--- src/hdl/rsti_pkg.sv ---
// Package for the radix string to integer unit.
// Holds the classified character type, the phase codes and the reset values
// of the configuration registers. It depends on nothing.
package rsti_pkg;

    localparam int MAX_DIGITS = 16;
    localparam int IDX_W      = 4;
    localparam int CNT_W      = 5;
    localparam int VAL_W      = 64;
    localparam int Q_DEPTH    = 2;
    localparam int Q_PTR_W    = 1;
    localparam int Q_CNT_W    = 2;

    localparam logic [7:0] CH_MINUS = 8'h2D;
    localparam logic [7:0] CH_PLUS  = 8'h2B;
    localparam logic [7:0] CH_SPACE = 8'h20;
    localparam logic [7:0] CH_LF    = 8'h0A;
    localparam logic [7:0] CH_TAB   = 8'h09;
    localparam logic [7:0] CH_CR    = 8'h0D;
    localparam logic [7:0] CH_VT    = 8'h0B;
    localparam logic [7:0] CH_FF    = 8'h0C;
    localparam logic [7:0] CH_NUL   = 8'h00;

    localparam logic [1:0] REG_RADIX       = 2'd0;
    localparam logic [1:0] REG_DIGIT_COUNT = 2'd1;
    localparam logic [1:0] REG_DIGITS_LOW  = 2'd2;
    localparam logic [1:0] REG_DIGITS_HIGH = 2'd3;

    localparam logic [4:0]  RST_RADIX       = 5'd10;
    localparam logic [4:0]  RST_DIGIT_COUNT = 5'd10;
    localparam logic [63:0] RST_DIGITS_LOW  = 64'h3736_3534_3332_3130;
    localparam logic [63:0] RST_DIGITS_HIGH = 64'h0000_0000_0000_3938;

    typedef enum logic [3:0] {
        PH_WS   = 4'b0001,
        PH_SIGN = 4'b0010,
        PH_DIG  = 4'b0100,
        PH_DONE = 4'b1000
    } t_phase;

    typedef struct packed {
        logic             first;
        logic             space;
        logic             minus;
        logic             plus;
        logic             hit;
        logic [IDX_W-1:0] idx;
    } t_tok;

endpackage

--- src/hdl/radix_string_to_integer_unit.sv ---
// Top level of the radix string to integer unit: configuration registers and
// the front and back ends joined by a short queue.
// Depends on rsti_pkg, rsti_front and rsti_back.
//
// Usage: the input channel (i_valid, o_ready) takes one character per item in
// i_ch; i_first set starts a new string with this character. The output
// channel (o_valid, i_ready) carries o_value, the signed 64-bit result, one
// per number, posted at the first character not a leading blank, sign or digit.
// Configuration is written through i_cfg_we, i_cfg_idx and i_cfg_data while
// the unit is idle: radix, digit count, low and high alphabet words.
// Throughput is one item per cycle unless the receiver stalls. An ending item
// is classified into the queue register, then taken by the multiply-add stage
// of the back end, which updates the accumulator once per item and sets the
// pace; the result goes to the output register. Reset loads the default
// decimal alphabet and radix, empties the queue and awaits a first character.
// When the receiver stalls, the result holds in the output register, the
// back end stops draining the queue, and o_ready falls once two items wait.
module radix_string_to_integer_unit (
    input  logic                              i_clk,
    input  logic                              i_rst_n,
    input  logic                              i_valid,
    output logic                              o_ready,
    input  logic [7:0]                        i_ch,
    input  logic                              i_first,
    output logic                              o_valid,
    input  logic                              i_ready,
    output logic signed [rsti_pkg::VAL_W-1:0] o_value,
    input  logic                              i_cfg_we,
    input  logic [1:0]                        i_cfg_idx,
    input  logic [rsti_pkg::VAL_W-1:0]        i_cfg_data
);

    logic [4:0]                  r_radix;
    logic [rsti_pkg::CNT_W-1:0]  r_digit_count;
    logic [rsti_pkg::VAL_W-1:0]  r_digits_low;
    logic [rsti_pkg::VAL_W-1:0]  r_digits_high;
    logic                        w_qvalid;
    rsti_pkg::t_tok              w_qtok;
    logic                        w_qpop;

    always_ff @(posedge i_clk) begin
        if (!i_rst_n) begin
            r_radix       <= rsti_pkg::RST_RADIX;
            r_digit_count <= rsti_pkg::RST_DIGIT_COUNT;
            r_digits_low  <= rsti_pkg::RST_DIGITS_LOW;
            r_digits_high <= rsti_pkg::RST_DIGITS_HIGH;
        end else if (i_cfg_we) begin
            case (i_cfg_idx)
                rsti_pkg::REG_RADIX:       r_radix       <= i_cfg_data[4:0];
                rsti_pkg::REG_DIGIT_COUNT: r_digit_count <= i_cfg_data[4:0];
                rsti_pkg::REG_DIGITS_LOW:  r_digits_low  <= i_cfg_data;
                rsti_pkg::REG_DIGITS_HIGH: r_digits_high <= i_cfg_data;
                default: begin
                end
            endcase
        end
    end

    rsti_front u_front (
        .i_clk         (i_clk),
        .i_rst_n       (i_rst_n),
        .i_valid       (i_valid),
        .o_ready       (o_ready),
        .i_ch          (i_ch),
        .i_first       (i_first),
        .i_digit_count (r_digit_count),
        .i_alphabet    ({r_digits_high, r_digits_low}),
        .o_qvalid      (w_qvalid),
        .o_qtok        (w_qtok),
        .i_qpop        (w_qpop)
    );

    rsti_back u_back (
        .i_clk    (i_clk),
        .i_rst_n  (i_rst_n),
        .i_qvalid (w_qvalid),
        .i_qtok   (w_qtok),
        .o_qpop   (w_qpop),
        .i_radix  (r_radix),
        .o_valid  (o_valid),
        .i_ready  (i_ready),
        .o_value  (o_value)
    );

endmodule

--- src/hdl/rsti_front.sv ---
// Front end of the radix string to integer unit: takes input items, classifies
// each character against the whitespace set, the signs and the digit alphabet,
// and queues the result. Depends on rsti_pkg.
module rsti_front (
    input  logic                        i_clk,
    input  logic                        i_rst_n,
    input  logic                        i_valid,
    output logic                        o_ready,
    input  logic [7:0]                  i_ch,
    input  logic                        i_first,
    input  logic [rsti_pkg::CNT_W-1:0]  i_digit_count,
    input  logic [2*rsti_pkg::VAL_W-1:0] i_alphabet,
    output logic                        o_qvalid,
    output rsti_pkg::t_tok              o_qtok,
    input  logic                        i_qpop
);

    rsti_pkg::t_tok                     w_tok;
    logic [rsti_pkg::CNT_W-1:0]         w_limit;
    logic                               w_push;
    logic [7:0]                         w_entry;

    rsti_pkg::t_tok                     r_q [rsti_pkg::Q_DEPTH];
    logic [rsti_pkg::Q_PTR_W-1:0]       r_wr;
    logic [rsti_pkg::Q_PTR_W-1:0]       r_rd;
    logic [rsti_pkg::Q_CNT_W-1:0]       r_cnt;
    logic [rsti_pkg::Q_CNT_W-1:0]       n_cnt;

    always_comb begin
        w_limit = (i_digit_count > rsti_pkg::CNT_W'(rsti_pkg::MAX_DIGITS))
                ? rsti_pkg::CNT_W'(rsti_pkg::MAX_DIGITS) : i_digit_count;
        w_tok.first = i_first;
        w_tok.space = (i_ch == rsti_pkg::CH_SPACE) || (i_ch == rsti_pkg::CH_LF) ||
                      (i_ch == rsti_pkg::CH_TAB) || (i_ch == rsti_pkg::CH_CR) ||
                      (i_ch == rsti_pkg::CH_VT) || (i_ch == rsti_pkg::CH_FF);
        w_tok.minus = (i_ch == rsti_pkg::CH_MINUS);
        w_tok.plus  = (i_ch == rsti_pkg::CH_PLUS);
        w_tok.hit   = 1'b0;
        w_tok.idx   = '0;
        w_entry     = '0;
        for (int k = rsti_pkg::MAX_DIGITS - 1; k >= 0; k--) begin
            w_entry = i_alphabet[8*k +: 8];
            if ((rsti_pkg::CNT_W'(k) < w_limit) && (w_entry != rsti_pkg::CH_NUL) &&
                (w_entry == i_ch)) begin
                w_tok.hit = 1'b1;
                w_tok.idx = rsti_pkg::IDX_W'(k);
            end
        end
    end

    assign o_ready  = (r_cnt != rsti_pkg::Q_CNT_W'(rsti_pkg::Q_DEPTH));
    assign w_push   = i_valid && o_ready;
    assign o_qvalid = (r_cnt != '0);
    assign o_qtok   = r_q[r_rd];

    always_comb begin
        n_cnt = r_cnt;
        if (w_push && !i_qpop) begin
            n_cnt = r_cnt + 1'b1;
        end else if (!w_push && i_qpop) begin
            n_cnt = r_cnt - 1'b1;
        end
    end

    always_ff @(posedge i_clk) begin
        if (w_push) begin
            r_q[r_wr] <= w_tok;
        end
    end

    always_ff @(posedge i_clk) begin
        if (!i_rst_n) begin
            r_wr  <= '0;
            r_rd  <= '0;
            r_cnt <= '0;
        end else begin
            r_cnt <= n_cnt;
            if (w_push) begin
                r_wr <= r_wr + 1'b1;
            end
            if (i_qpop) begin
                r_rd <= r_rd + 1'b1;
            end
        end
    end

    a_cnt_bound: assert property (@(posedge i_clk) disable iff (!i_rst_n)
        r_cnt <= rsti_pkg::Q_CNT_W'(rsti_pkg::Q_DEPTH))
        else $error("Queue count exceeds its depth.");

    a_cnt_grow: assert property (@(posedge i_clk) disable iff (!i_rst_n)
        (w_push && !i_qpop) |=> (r_cnt == $past(r_cnt) + 1'b1))
        else $error("Queue count did not grow on a push.");

    a_pop_nonempty: assert property (@(posedge i_clk) disable iff (!i_rst_n)
        i_qpop |-> (r_cnt != '0))
        else $error("Queue popped while empty.");

endmodule

--- src/hdl/rsti_back.sv ---
// Back end of the radix string to integer unit: runs the parse phases, the
// accumulator multiply-add and the output register. Depends on rsti_pkg.
module rsti_back (
    input  logic                          i_clk,
    input  logic                          i_rst_n,
    input  logic                          i_qvalid,
    input  rsti_pkg::t_tok                i_qtok,
    output logic                          o_qpop,
    input  logic [4:0]                    i_radix,
    output logic                          o_valid,
    input  logic                          i_ready,
    output logic signed [rsti_pkg::VAL_W-1:0] o_value
);

    rsti_pkg::t_phase               r_phase;
    rsti_pkg::t_phase               n_phase;
    rsti_pkg::t_phase               w_ph;
    logic                           r_par;
    logic                           n_par;
    logic                           w_par;
    logic [rsti_pkg::VAL_W-1:0]     r_acc;
    logic [rsti_pkg::VAL_W-1:0]     n_acc;
    logic [rsti_pkg::VAL_W-1:0]     w_acc;
    logic                           r_oval;
    logic                           n_oval;
    logic [rsti_pkg::VAL_W-1:0]     r_odata;
    logic [rsti_pkg::VAL_W-1:0]     n_odata;
    logic                           w_pop;
    logic                           w_pre;
    logic                           w_emit;
    logic                           w_dig;

    assign w_pop   = i_qvalid && (!r_oval || i_ready);
    assign o_qpop  = w_pop;
    assign o_valid = r_oval;
    assign o_value = r_odata;

    always_comb begin
        w_ph   = i_qtok.first ? rsti_pkg::PH_WS : r_phase;
        w_par  = i_qtok.first ? 1'b0 : r_par;
        w_acc  = i_qtok.first ? '0 : r_acc;
        w_pre  = (w_ph == rsti_pkg::PH_WS) || (w_ph == rsti_pkg::PH_SIGN);
        w_emit = 1'b0;
        w_dig  = 1'b0;
        n_phase = w_ph;
        n_par   = w_par;
        n_acc   = w_acc;
        if (w_ph == rsti_pkg::PH_DONE) begin
            n_phase = rsti_pkg::PH_DONE;
        end else if ((w_ph == rsti_pkg::PH_WS) && i_qtok.space) begin
            n_phase = rsti_pkg::PH_WS;
        end else if (w_pre && i_qtok.minus) begin
            n_phase = rsti_pkg::PH_SIGN;
            n_par   = ~w_par;
        end else if (w_pre && i_qtok.plus) begin
            n_phase = rsti_pkg::PH_SIGN;
        end else if (i_qtok.hit) begin
            w_dig   = 1'b1;
            n_phase = rsti_pkg::PH_DIG;
            n_acc   = rsti_pkg::VAL_W'(w_acc * {{(rsti_pkg::VAL_W-5){1'b0}}, i_radix})
                    + {{(rsti_pkg::VAL_W-rsti_pkg::IDX_W){1'b0}}, i_qtok.idx};
        end else begin
            w_emit  = 1'b1;
            n_phase = rsti_pkg::PH_DONE;
        end
    end

    always_comb begin
        n_oval  = r_oval;
        n_odata = r_odata;
        if (w_pop && w_emit) begin
            n_oval  = 1'b1;
            n_odata = w_par ? (rsti_pkg::VAL_W'(0) - w_acc) : w_acc;
        end else if (i_ready) begin
            n_oval  = 1'b0;
        end
    end

    always_ff @(posedge i_clk) begin
        r_odata <= n_odata;
        if (w_pop) begin
            r_acc <= n_acc;
        end
    end

    always_ff @(posedge i_clk) begin
        if (!i_rst_n) begin
            r_phase <= rsti_pkg::PH_DONE;
            r_par   <= 1'b0;
            r_oval  <= 1'b0;
        end else begin
            r_oval <= n_oval;
            if (w_pop) begin
                r_phase <= n_phase;
                r_par   <= n_par;
            end
        end
    end

    a_emit_done: assert property (@(posedge i_clk) disable iff (!i_rst_n)
        (w_pop && w_emit) |=> (r_phase == rsti_pkg::PH_DONE) && r_oval)
        else $error("Ending a number did not post a result and close the parse.");

    a_rise_pop: assert property (@(posedge i_clk) disable iff (!i_rst_n)
        $rose(r_oval) |-> $past(w_pop))
        else $error("Result appeared without an item taken from the queue.");

    a_dig_phase: assert property (@(posedge i_clk) disable iff (!i_rst_n)
        (w_pop && w_dig) |=> (r_phase == rsti_pkg::PH_DIG))
        else $error("A digit did not leave the parse in the digit phase.");

    a_done_quiet: assert property (@(posedge i_clk) disable iff (!i_rst_n)
        (w_pop && !i_qtok.first && (r_phase == rsti_pkg::PH_DONE)) |-> !w_emit)
        else $error("An item after the end of a number produced a result.");

endmodule

--- config.mk ---
export PLATFORM = sky130hd
export DESIGN_NAME = radix_string_to_integer_unit
export DESIGN_NICKNAME = d
export VERILOG_FILES = /design/src/hdl/rsti_pkg.sv /design/src/hdl/radix_string_to_integer_unit.sv /design/src/hdl/rsti_front.sv /design/src/hdl/rsti_back.sv
export SDC_FILE = /design/constraint.sdc
export NUM_CORES = 2
export LEC_CHECK = 0
export BUFFER_PORTS_ARGS = -buffer_cell sky130_fd_sc_hd__buf_2
export CORE_MARGIN = 3
export CORE_UTILIZATION = 65
export CTS_BUF_LIST = sky130_fd_sc_hd__clkbuf_4
export DETAILED_ROUTE_END_ITERATION = 12
export PLACE_DENSITY = 0.88
export SETUP_SLACK_MARGIN = 0.5
export SYNTH_ARGS = -nofsm -noshare
export SYNTH_HDL_FRONTEND = slang
export SYNTH_SLANG_ARGS = --single-unit
--- constraint.sdc ---
create_clock -name i_clk -period 19.3 [get_ports i_clk]
set_input_delay 3.86 -clock i_clk [delete_from_list [all_inputs] [get_ports i_clk]]
set_output_delay 3.86 -clock i_clk [all_outputs]
set_load 0.03 [all_outputs]
==> metrics <==
worst-skew pair later-pin latency=approximately 830 ps; count of final hold-check violations=0; wire length of the first global-routing pass=115000 um; critical path class=reg2reg; result of the run=completed; GRT Util Overall=between 30% and 40%; DRC violation count after routing=0; floorplan die area=0.0428 sq mm; CP arrival=approximately 7700 ps; Worst Reg2Reg Path Length in Cells=17; actual transition at the worst max-transition pin=1390 ps; largest net degree at the start of global routing=about 130; global route total overflow=0; power density over the cells=130 mW/mm^2; Max Fclk=140 MHz; Area contributors post-synth=edfxtp_1 17%, fa_1 14%, dfxtp_1 11%, and3_1 7.2%, ha_1 6.1%; initial core utilization=66.9%; hold crit path type=reg2reg; Pins Over Slew Limit=0; mapped cell area=roughly 0.026 sq mm; post-CTS setup buffer count=0; number of buffers added by the clock tree synthesis step=80; number of instances in the synthesized netlist=roughly 3000; number of antenna violations at the first check in global routing=5; commonest cells after routing, fill and taps aside=391 x nand2_1, 302 x and3_1, 296 x inv_1; Cell Rows=72; Final #Nets=3472; Port-buffer cells=between 100 and 150; CP endpoint=u_back.r_acc[63]; number of synthesis warnings=0; routed wire length=between 70000 and 80000 um; count of boundary I/O pins=146; CTS Sinks=about 300; clock tree from TritonCTS=built; depth of the CTS H-tree=3; VDD IR max=just under 0.09 mV; Clock power frac=15.8%; buffers from clock root to sink, at most=3; combinational power share=a little over half; Die W=around 210 um; worst slew slack as a fraction of its limit=6.92%; layout cell share with drive strength beyond 1=10.5%; max-cap violation count=0; maximum clock skew at final layout=69.6 ps; final setup violation count=0; Post-CTS Hold Fix Bufs=0; worst reg-to-reg setup slack=12130 ps; via total after detailed routing=roughly 23000; maximum fanout count along the critical path=132; core area=0.0392 sq mm; number of flops mapped to enable cells by yosys=146; largest area contributor in the synthesized netlist=edfxtp_1; number of global-route vias before repair=23300; routed wirelength normalized by instance count=19.4 um; Min Clock Period, post-route=7170 ps; data required time at the worst endpoint=between 15000 and 20000 ps; cell chosen for the clock root=clkbuf_4; destination of the worst register-to-register timing path=u_back.r_acc[63]; Area after DPL=0.0269 sq mm; DRC violation total after the first TritonRoute iteration=2285; net switching power=between 1500 and 2000 uW; number of inserted filler cells in the final layout=2902; first-pass iteration count of the detailed router=8; final design area excluding fillers=0.0279 sq mm; y dimension of the die=207 um; total half-perimeter wirelength after legalization and detailed placement=around 49000 um; Final period util=37.1%; net count after synthesis=between 3000 and 4000; register share of total power=30.8%; crit start category=flip-flop; internal power contribution=1850 uW; Main synth FF type=dfxtp_1; Post-Route Setup TNS=0 ps; DRT antenna net count=0; most common cell after layout, fill and taps aside=nand2_1; Worst setup EP type=flip-flop; Resized Gates After CTS=0; post-synth top area share=about 17%; share of flip-flops with an asynchronous set or reset after synthesis=0%; average via count per standard cell=6.35; number of distinct standard cells referenced by the synthesized netlist=85; flip-flop and latch count after synthesis=295; Area growth, synth to finish=6.50%; RSZ-0062 raised after global routing=no; mean instance size in the synthesized netlist=8.54 sq um; Seq/Total Area, Yosys=28.1%; clock slew at the register clock pins of the worst setup and hold paths=70 ps; Leak Pwr=between 0.01 and 0.015 uW; switching share of total power=between 40 and 50%; routability cong.=0.951
==> worst min-delay path by stage <==
stage	start	end	slack, ps	depth (start not counted)
2_1_floorplan	r_digits_high[56]	r_digits_high[56]	440	2
3_3_place_gp	r_radix[3]	r_radix[3]	450	2
3_5_place_dp	r_radix[3]	r_radix[3]	470	2
4_1_cts	r_digits_high[56]	r_digits_high[56]	490	2
5_1_grt	r_digits_high[44]	r_digits_high[44]	510	2
6_report	r_digits_high[44]	r_digits_high[44]	490	2
==> per-stage QoR <==
stage	utilization, %	std cells	hold slack, ps	setup slack, ps	total power (uW)
global placement	68.6	3518	454	12510	2910
finish	71.2	3671	487	12130	3620
detailed placement	68.6	3518	470	12270	3000
CTS	71.2	3666	487	12260	3590
global route	71.2	3670	510	11800	3890
floorplan	-	3070	443	8030	2500
==> sequential cells by signal (all words and copies together), names as in the netlist, named ones only <==
name            cells
u_back.r_par        1
r_digits_high      64
u_back.r_acc       64
u_front.r_rd        1
r_radix             5
u_front.r_wr        1
u_back.r_phase      4
u_front.r_cnt       2
u_back.o_valid      1
r_digit_count       5
u_back.o_value     64
r_digits_low       64
u_front.r_q        18
==> kinds of logic after synthesis <==
family / after synthesis / synth area share, %
mux: 25 / 0.988
flops: 295 / 28.1
fa+ha+maj: 310 / 20.0
buf+inv: 534 / 7.72
xor+xnor: 222 / 7.42
compound gates: 524 / 13.4
simple gates: 1160 / 22.3
==> power groups by stage <==
stage | clock (uW) | combinational, uW | sequential (uW)
finish | 574 | 1930 | 1120
global route | 612 | 2150 | 1130
CTS | 581 | 1910 | 1100
detailed placement | 0 | 1890 | 1110
global placement | 0 | 1810 | 1100
floorplan | 0 | 1500 | 997
==> per-layer routing <==
metal  vias up  global-route usage, %  part of all wire (%)
met5         -                      0                 0.031
met4         4                   16.2                   4.4
met3       287                   7.40                    10
met2      1415                   54.0                    47
met1     11100                   42.4                    38
li1      10500                      -                     -
==> cells in the mapped netlist (9+ instances only) <==
cell type,count
nor2_1,133
nand4_1,34
or3_1,20
mux2i_1,18
a21boi_0,98
inv_1,297
xor2_1,127
o2111ai_1,9
o21bai_1,14
o21a_1,15
nand3_1,98
a22o_1,10
xnor2_1,95
nand2_1,391
nand2b_1,16
ha_1,128
or2_2,11
nor3_1,54
o211ai_1,15
dfxtp_1,149
o31ai_1,26
a31oi_1,9
buf_1,23
and3_1,303
nor2b_1,18
a21oi_1,107
fa_1,182
o21ai_0,101
a21o_1,46
clkbuf_1,207
a211oi_1,9
and2_1,14
edfxtp_1,146
nor4_1,35
==> cell type report <==
class	instances	area, sq um	area share [%]
multi-input cells	2241	16900	60.4
flip-flops and latches	295	7370	26.4
inverters	297	1110	3.99
repair buffers	167	893	3.20
clock buffers	106	796	2.85
well taps	518	648	2.32
clock inverters	42	221	0.794
diodes	5	12.5	0.0448
==> critical path, stage by stage, from the launching register on <==
cell,delay [ps]
dfxtp_1,630
mux2i_4,310
buf_4,760
and3_1,310
fa_1,470
fa_1,560
inv_1,60
fa_1,540
inv_1,50
ha_1,380
nand4_1,220
or3_1,490
o32ai_1,750
o21ai_1,320
o31a_1,350
o21ai_1,280
xnor2_1,120
a211o_1,260
No activity file was read; power rests on OpenSTA's default activity.
